--- src/design/xfec_pkg.sv ---
// ----------------------------------------------------------------------------
// xfec_pkg
// Shared types and constants for the XOR parity FEC packetizer.
// ----------------------------------------------------------------------------
package xfec_pkg;

  localparam int SEQ_W   = 32;
  localparam int MS_W    = 32;
  localparam int POS_W   = 5;
  localparam int WORD_W  = 64;
  localparam int COUNT_W = 5;
  localparam int BASE_W  = 16;
  localparam int LOG2_W  = 3;
  localparam int DUP_W   = 5;

  localparam int CFG_W     = 5;
  localparam int CFG_IDX_W = 1;

  localparam int IN_TDATA_W  = 136;
  localparam int OUT_TDATA_W = 160;

  localparam logic [CFG_IDX_W-1:0] REG_GROUP_LOG2 = 1'd0;
  localparam logic [CFG_IDX_W-1:0] REG_DUP_FRAMES = 1'd1;

  localparam logic [LOG2_W-1:0] GROUP_LOG2_RST = 3'd2;
  localparam logic [LOG2_W-1:0] GROUP_LOG2_MAX = 3'd4;
  localparam logic [DUP_W-1:0]  DUP_FRAMES_RST = 5'd2;

  localparam logic PKT_DATA   = 1'b0;
  localparam logic PKT_PARITY = 1'b1;

  typedef struct packed {
    logic accept;
    logic emit_data;
    logic tail_start;
    logic tail_read;
    logic tail_emit;
    logic tail_par;
  } cmd_t;

  typedef struct packed {
    logic out_free;
    logic in_range;
    logic is_last;
    logic parity_due;
    logic replay_due;
    logic cnt_last;
  } status_t;

endpackage

--- src/design/xfec_ctrl.sv ---
// ----------------------------------------------------------------------------
// xfec_ctrl
// Sequencer: takes one input word, emits its data word, then walks the
// parity or replay packet when the frame ends and one is due.
// ----------------------------------------------------------------------------
module xfec_ctrl
  import xfec_pkg::*;
(
  input  logic    clk,
  input  logic    rst,
  input  logic    s_tvalid,
  output logic    s_tready,
  input  status_t status,
  output cmd_t    cmd
);

  typedef enum logic [1:0] {
    S_IDLE,
    S_DATA,
    S_TRD,
    S_TEMIT
  } state_t;

  state_t state;
  logic   tail_par;

  assign s_tready = (state == S_IDLE);

  always_comb begin
    cmd = '0;
    cmd.tail_par = tail_par;
    case (state)
      S_IDLE: begin
        cmd.accept = s_tvalid;
      end
      S_DATA: begin
        cmd.emit_data  = status.out_free;
        cmd.tail_start = status.out_free;
      end
      S_TRD: begin
        cmd.tail_read = 1'b1;
      end
      S_TEMIT: begin
        cmd.tail_emit = status.out_free;
      end
      default: begin
        cmd = '0;
      end
    endcase
  end

  always_ff @(posedge clk) begin
    if (rst) begin
      state    <= S_IDLE;
      tail_par <= 1'b0;
    end else begin
      case (state)
        S_IDLE: begin
          if (s_tvalid) state <= S_DATA;
        end
        S_DATA: begin
          if (status.out_free) begin
            if (status.in_range && status.is_last &&
                (status.parity_due || status.replay_due)) begin
              tail_par <= status.parity_due;
              state    <= S_TRD;
            end else begin
              state <= S_IDLE;
            end
          end
        end
        S_TRD: begin
          state <= S_TEMIT;
        end
        S_TEMIT: begin
          if (status.out_free) begin
            state <= status.cnt_last ? S_IDLE : S_TRD;
          end
        end
        default: begin
          state <= S_IDLE;
        end
      endcase
    end
  end

endmodule

--- src/design/xfec_datapath.sv ---
// ----------------------------------------------------------------------------
// xfec_datapath
// Input hold registers, parity and frame stores, header math, config
// registers and the output register.
// ----------------------------------------------------------------------------
module xfec_datapath
  import xfec_pkg::*;
#(
  parameter int WORDS_PER_FRAME = 20
)
(
  input  logic                   clk,
  input  logic                   rst,
  input  logic                   cfg_we,
  input  logic [CFG_IDX_W-1:0]   cfg_index,
  input  logic [CFG_W-1:0]       cfg_data,
  input  logic [IN_TDATA_W-1:0]  s_tdata,
  output logic                   m_tvalid,
  input  logic                   m_tready,
  output logic [OUT_TDATA_W-1:0] m_tdata,
  output logic                   m_tuser,
  output logic                   m_tlast,
  input  cmd_t                   cmd,
  output status_t                status
);

  localparam int AW = (WORDS_PER_FRAME > 1) ? $clog2(WORDS_PER_FRAME) : 1;
  localparam int PW = (AW > POS_W) ? AW : POS_W;

  logic [WORD_W-1:0] parity_mem [WORDS_PER_FRAME];
  logic [WORD_W-1:0] frame_mem  [WORDS_PER_FRAME];
  logic [WORDS_PER_FRAME-1:0] par_valid;

  logic [SEQ_W-1:0]  h_seq;
  logic [MS_W-1:0]   h_now;
  logic [POS_W-1:0]  h_pos;
  logic [WORD_W-1:0] h_word;
  logic [MS_W-1:0]   frame_time;

  logic [LOG2_W-1:0] group_log2;
  logic [DUP_W-1:0]  dup_frames;

  logic [AW-1:0]     cnt;
  logic [WORD_W-1:0] rd_par;
  logic              rd_pv;
  logic [WORD_W-1:0] rd_frm;

  logic [POS_W-1:0]  in_pos;
  logic [PW-1:0]     in_pos_w;
  logic              in_ok;
  logic [AW-1:0]     rd_addr;
  logic [PW-1:0]     h_pos_w;
  logic [AW-1:0]     h_addr;

  logic [LOG2_W-1:0] eff_log2;
  logic [COUNT_W-1:0] count;
  logic [SEQ_W-1:0]  mask;
  logic [SEQ_W-1:0]  in_group;
  logic [BASE_W-1:0] base;
  logic [WORD_W-1:0] par_word;
  logic              out_free;

  assign in_pos   = s_tdata[68:64];
  assign in_pos_w = PW'(in_pos);
  assign in_ok    = 32'(in_pos) < 32'(WORDS_PER_FRAME);
  assign rd_addr  = cmd.tail_read ? cnt : (in_ok ? in_pos_w[AW-1:0] : '0);

  assign h_pos_w  = PW'(h_pos);
  assign h_addr   = h_pos_w[AW-1:0];

  assign eff_log2 = (group_log2 > GROUP_LOG2_MAX) ? GROUP_LOG2_MAX : group_log2;
  assign count    = COUNT_W'(1) << eff_log2;
  assign mask     = SEQ_W'(count) - SEQ_W'(1);
  assign in_group = h_seq & mask;
  assign base     = BASE_W'(h_seq & ~mask);
  assign par_word = rd_pv ? rd_par : '0;
  assign out_free = !m_tvalid || m_tready;

  assign status.out_free   = out_free;
  assign status.in_range   = 32'(h_pos) < 32'(WORDS_PER_FRAME);
  assign status.is_last    = 32'(h_pos) == 32'(WORDS_PER_FRAME - 1);
  assign status.parity_due = (in_group == mask);
  assign status.replay_due = in_group < SEQ_W'(dup_frames);
  assign status.cnt_last   = (cnt == AW'(WORDS_PER_FRAME - 1));

  always_ff @(posedge clk) begin
    if (cmd.accept || cmd.tail_read) begin
      rd_par <= parity_mem[rd_addr];
      rd_pv  <= par_valid[rd_addr];
      rd_frm <= frame_mem[rd_addr];
    end
    if (cmd.emit_data && status.in_range) begin
      parity_mem[h_addr] <= par_word ^ h_word;
      frame_mem[h_addr]  <= h_word;
    end
  end

  always_ff @(posedge clk) begin
    if (cmd.accept) begin
      h_seq  <= s_tdata[31:0];
      h_now  <= s_tdata[63:32];
      h_pos  <= in_pos;
      h_word <= s_tdata[132:69];
    end
    if (cmd.tail_start) begin
      cnt <= '0;
    end else if (cmd.tail_emit && !status.cnt_last) begin
      cnt <= cnt + AW'(1);
    end
  end

  always_ff @(posedge clk) begin
    if (rst) begin
      par_valid  <= '0;
      frame_time <= '0;
      group_log2 <= GROUP_LOG2_RST;
      dup_frames <= DUP_FRAMES_RST;
    end else begin
      if (cfg_we && cfg_index == REG_GROUP_LOG2) group_log2 <= cfg_data[LOG2_W-1:0];
      if (cfg_we && cfg_index == REG_DUP_FRAMES) dup_frames <= cfg_data[DUP_W-1:0];
      if (cmd.emit_data && status.in_range) begin
        par_valid[h_addr] <= 1'b1;
        if (h_pos == '0) frame_time <= h_now;
      end
      if (cmd.tail_emit && cmd.tail_par) par_valid[cnt] <= 1'b0;
    end
  end

  always_ff @(posedge clk) begin
    if (rst) begin
      m_tvalid <= 1'b0;
    end else if (cmd.emit_data || cmd.tail_emit) begin
      m_tvalid <= 1'b1;
    end else if (m_tready) begin
      m_tvalid <= 1'b0;
    end
  end

  always_ff @(posedge clk) begin
    if (cmd.emit_data) begin
      m_tuser <= PKT_DATA;
      m_tlast <= status.in_range && status.is_last;
      m_tdata <= {6'd0, h_word, h_pos, base, count, h_now, h_seq};
    end else if (cmd.tail_emit) begin
      m_tuser <= cmd.tail_par ? PKT_PARITY : PKT_DATA;
      m_tlast <= status.cnt_last;
      m_tdata <= {6'd0, (cmd.tail_par ? par_word : rd_frm), POS_W'(cnt), base, count,
                  (cmd.tail_par ? h_now : frame_time), h_seq};
    end
  end

endmodule

--- src/design/xor_parity_fec_packetizer_core.sv ---
// ----------------------------------------------------------------------------
// xor_parity_fec_packetizer_core
// XOR parity FEC packetizer: passes payload words on as data packet words,
// accumulates per-position parity, replays early frames of a group and
// emits the parity packet when a group closes.
//
// Channel  Dir  Handshake          Contents
// s        in   s_tvalid/tready    one payload word with its frame header
// m        out  m_tvalid/tready    one packet word; tuser kind, tlast end
// cfg      in   cfg_we             register write, index and data
//
// Each input word goes through the registered read of the parity store,
// then the parity update and the load of the output register. A frame's
// last word that triggers a replay or parity packet then walks each packet
// word through the same registered store read and an output register load.
// rst is synchronous; it clears control state, the parity valid bits,
// frame_time and the config registers to their defaults, with no sweep.
// m_tready low with m_tvalid high holds the output register and emit states.
// ----------------------------------------------------------------------------
module xor_parity_fec_packetizer_core
  import xfec_pkg::*;
#(
  parameter int WORDS_PER_FRAME = 20
)
(
  input  logic                   clk,
  input  logic                   rst,
  input  logic                   cfg_we,
  input  logic [CFG_IDX_W-1:0]   cfg_index,
  input  logic [CFG_W-1:0]       cfg_data,
  input  logic                   s_tvalid,
  output logic                   s_tready,
  // frame_seq[31:0], now_ms[63:32], word_index[68:64], payload_word[132:69]
  input  logic [IN_TDATA_W-1:0]  s_tdata,
  output logic                   m_tvalid,
  input  logic                   m_tready,
  // out_seq[31:0], send_ms[63:32], group_count[68:64], grp_start[84:69],
  // out_word_index[89:85], out_word[153:90]
  output logic [OUT_TDATA_W-1:0] m_tdata,
  // packet_kind[0]
  output logic                   m_tuser,
  output logic                   m_tlast
);

  cmd_t    cmd;
  status_t status;

  xfec_ctrl u_ctrl (
    .clk      (clk),
    .rst      (rst),
    .s_tvalid (s_tvalid),
    .s_tready (s_tready),
    .status   (status),
    .cmd      (cmd)
  );

  xfec_datapath #(
    .WORDS_PER_FRAME (WORDS_PER_FRAME)
  ) u_datapath (
    .clk       (clk),
    .rst       (rst),
    .cfg_we    (cfg_we),
    .cfg_index (cfg_index),
    .cfg_data  (cfg_data),
    .s_tdata   (s_tdata),
    .m_tvalid  (m_tvalid),
    .m_tready  (m_tready),
    .m_tdata   (m_tdata),
    .m_tuser   (m_tuser),
    .m_tlast   (m_tlast),
    .cmd       (cmd),
    .status    (status)
  );

endmodule
--- config.mk ---
export PLATFORM = sky130hd
export DESIGN_NAME = xor_parity_fec_packetizer_core
export DESIGN_NICKNAME = d
export VERILOG_FILES = /design/src/design/xfec_pkg.sv /design/src/design/xfec_ctrl.sv /design/src/design/xfec_datapath.sv /design/src/design/xor_parity_fec_packetizer_core.sv
export SDC_FILE = /design/constraint.sdc
export NUM_CORES = 2
export LEC_CHECK = 0
export BUFFER_PORTS_ARGS = -buffer_cell sky130_fd_sc_hd__buf_2
export CORE_MARGIN = 2
export CORE_UTILIZATION = 30
export CTS_BUF_LIST = sky130_fd_sc_hd__clkbuf_4
export DETAILED_ROUTE_END_ITERATION = 8
export PLACE_DENSITY_LB_ADDON = 0.3
export REMOVE_ABC_BUFFERS = 1
export SETUP_SLACK_MARGIN = 0.3
export SLEW_MARGIN = 0
export SYNTH_ARGS = -nofsm -noshare
export SYNTH_HDL_FRONTEND = slang
export SYNTH_HIERARCHICAL = 1
export SYNTH_SLANG_ARGS = --single-unit
--- constraint.sdc ---
create_clock -name clk -period 9.57 [get_ports clk]
set_input_delay 0.4785 -clock clk [delete_from_list [all_inputs] [get_ports clk]]
set_output_delay 0.4785 -clock clk [all_outputs]
set_load 0.005 [all_outputs]
==> out/results.ini <==
[run_status]
status=finished clean

[layout]
areaGrowthSynthToFinish_pct=18.1
multiInputGateArea_sq_um=25300
layout_commonest_cell=edfxtp_1
final_cell_mix=2977 x edfxtp_1, 2118 x nand2_1, 1106 x clkbuf_4
finalNetCount=9508
drive_gt1_share_pct=18.2
regArea_sq_um=90800
fillers=37800
design_area_sq_um=140000

[worst_setup_path]
critPathArrivalTime_ns=6.74
worst_setup_path_start_kind=register
worst-path-buf-inv=2
cp_max_fo=110
slowest_delay_ns=0.74
path_cells=and2b_2 > or3b_4 > nand2_8 > buf_12 > nand2_4 > buf_4 > a21oi_1 > nor4_1 > a221oi_1
criticalPathCategory=reg2reg
worstRegToRegCells=9
cp_num_cells=9
reg2reg_slack_ns=4.06
worstPathRequired_ns=10.80
critical_path.top_delay_family=simple AND/OR/NAND/NOR gates
cp-end-kind=register
crit_slowest_cell=or3b_4

[power_and_ir_drop]
peakVddDrop_uv=116
internal_power_mw=21.3
pwr-share-clk_pct=39.1
p_seq_share_pct=54.2
switching_share_pct=24.0
p_switching_mw=6.73
p_total_mw=28.1
combPwrFrac_pct=6.7
power.density_nw_per_um2=201
p_leak_nw=47.4

[timing]
timing.final.hold_violations=0
fin_crit_sh_pct=57.5
tightest_slew_ns=1.34
slew_viol_final=0
post-route-min-period_ns=5.51
setup_viol=0
max-slew-margin-rel_pct=9.80
skew_ns=0.191
rsz0062_at_grt=false
max_freq_ghz=0.182

[clock_tree]
cts.path.max_buffers=4
postCtsSetupBuffers=0
postCtsHoldBufs=379
clockRootBuffer=clkbuf_4
clk_latency_ns=1.66
cts_buffers=776
cts.clk_slew.worst_paths_ns=0.07
htreeDepth=6
cts_resized=0
cts_tree=done
cts_sinks=3047

[logic_synthesis]
syn-cell-area_sq_um=118000
synth_top_cell_area_share_pct=75.6
synthArstFlopShare_pct=0
synthTopCellsByArea=edfxtp_1 76%, nand2_1 6.7%, nand3_1 3.1%
synth-edff-count=2977
ys_ff_latch=3047
ys_types=61
syn-instance-count=8280
synthFlopType=edfxtp_1
ys_seq_area_share_pct=76.8
synth_largest_area_cell=edfxtp_1
ys_warn_count=6
syn_avg_cell_area_sq_um=14.3

[global_routing]
gr-total-overflow=0
grt_usage_pct=17.3
grt_max_degree=193
grt_pass1_vias=75400
grt_first_pass_wirelength_um=511000
antenna_found_initial=20

[die]
num_io_pins=311
start_util_pct=30.1
row_count=230
dieWidth_um=632
chipHeight_um=632
fp.dieArea_sq_um=399000
core_region_area_sq_um=393000

[detailed_routing]
routed_via_density=5.04
drtAntennaViolNets=0
drtIter0Drc=6857
first_pass_iters=8
drc=0
routed_wl_um=358000
via_count=76300
wl_per_cell_um=23.6

[flow_run]
max_cap_viol_count=0

[place]
place_hpwl_um=167000
place_area_sq_um=126000
portBuffers=301
gp_congestion=0.735

[worst_hold_path]
holdCritPathClass=in2reg
hold_depth=3

## tightest hold or removal path, delay by kind of cell
kind     cells  cell delay, ns
buf+inv      3            1.18
## per-stage QoR
step / setup slack [ns] / std cells / utilization, % / TNS [ns] / hold slack [ns]
2_1_floorplan: -15.32 / 7715 / - / -6301.28 / 0.400
3_3_place_gp: 4.25 / 13400 / 32.0 / 0 / 0.401
3_5_place_dp: 4.17 / 13400 / 32.0 / 0 / 0.405
4_1_cts: 4.05 / 15100 / 35.5 / 0 / 0.00542
5_1_grt: 3.83 / 15100 / 35.6 / 0 / 0.0763
6_report: 4.06 / 15100 / 35.6 / 0 / 0.188
## state kept, by name, summed over array words and instances (netlist names), 2 cells and up
| signal | flops |
|---|---|
| u_datapath/h_seq | 32 |
| u_datapath/group_log2 | 3 |
| u_datapath/frame_time | 32 |
| u_datapath/rd_frm | 64 |
| u_datapath/parity_mem | 1280 |
| u_datapath/h_now | 32 |
| u_datapath/cnt | 5 |
| u_datapath/h_word | 64 |
| u_datapath/rd_par | 64 |
| u_datapath/dup_frames | 5 |
| u_datapath/h_addr | 5 |
| u_ctrl/state | 2 |
| u_datapath/frame_mem | 1280 |
| u_datapath/m_tdata | 154 |
| u_datapath/par_valid | 20 |
## path summary, 6_finish.rpt
kind,start,end
worst max-delay path,u_ctrl/state[1],u_datapath/rd_par[58]
worst min-delay path,s_tdata[97],u_datapath/h_word[28]
worst max register to register,u_ctrl/state[1],u_datapath/rd_par[58]
worst min register to register,u_datapath/h_seq[9],u_datapath/m_tdata[78]
## area by class of cell
class	instances	area share, %
diodes	16	0.0287
flip-flops and latches	3047	65.0
inverters	11	0.0403
clock buffers	1106	5.95
multi-input cells	4657	18.2
repair buffers	860	5.08
clock inverters	225	1.02
well taps	5220	4.68
## cell families after synthesis
family / synth area share [%]
adders and majority gates: 0.0847
buffers and inverters: 2.23
muxes: 2.71
DFF: 76.8
xor gates and xnor gates: 0.504
other: 0.00317
and+or+nand+nor: 11.8
AOI/OAI and AO/OA: 5.88
## cell usage after synthesis, types with 29 or more instances
master    instances
nand3_1         741
clkbuf_1        342
buf_4            38
buf_2           140
o221ai_1         76
nor4_1           29
buf_1            33
nor3_1           54
dfxtp_1          70
a311oi_1        164
nor2b_1          67
nand2_1        2122
nor2_1           63
and3_1          121
mux2i_1         231
xnor2_1          65
o21ai_0          88
a31oi_1         179
mux2_2           37
edfxtp_1       2977
a221oi_1         29
a211oi_1        137
a21oi_1         297
## routing by layer
metal  vias up  part of all wire [%]  GRT usage [%]
met2      3135                    49           29.6
met3       662                   7.1           2.96
met5         -                 0.020              0
li1      33700                     -              -
met1     38800                    41           22.2
met4         8                   2.9           5.98
## power groups by stage
stage          Combinational, mW  Clock [mW]  Sequential (mW)
5_1_grt                     2.04        12.0             15.2
4_1_cts                     1.87        11.3             15.2
6_report                    1.88        11.0             15.2
3_5_place_dp                1.75           0             15.5
2_1_floorplan               1.53           0             15.5
3_3_place_gp                1.72           0             15.5
(Power assumes the default switching activity.)
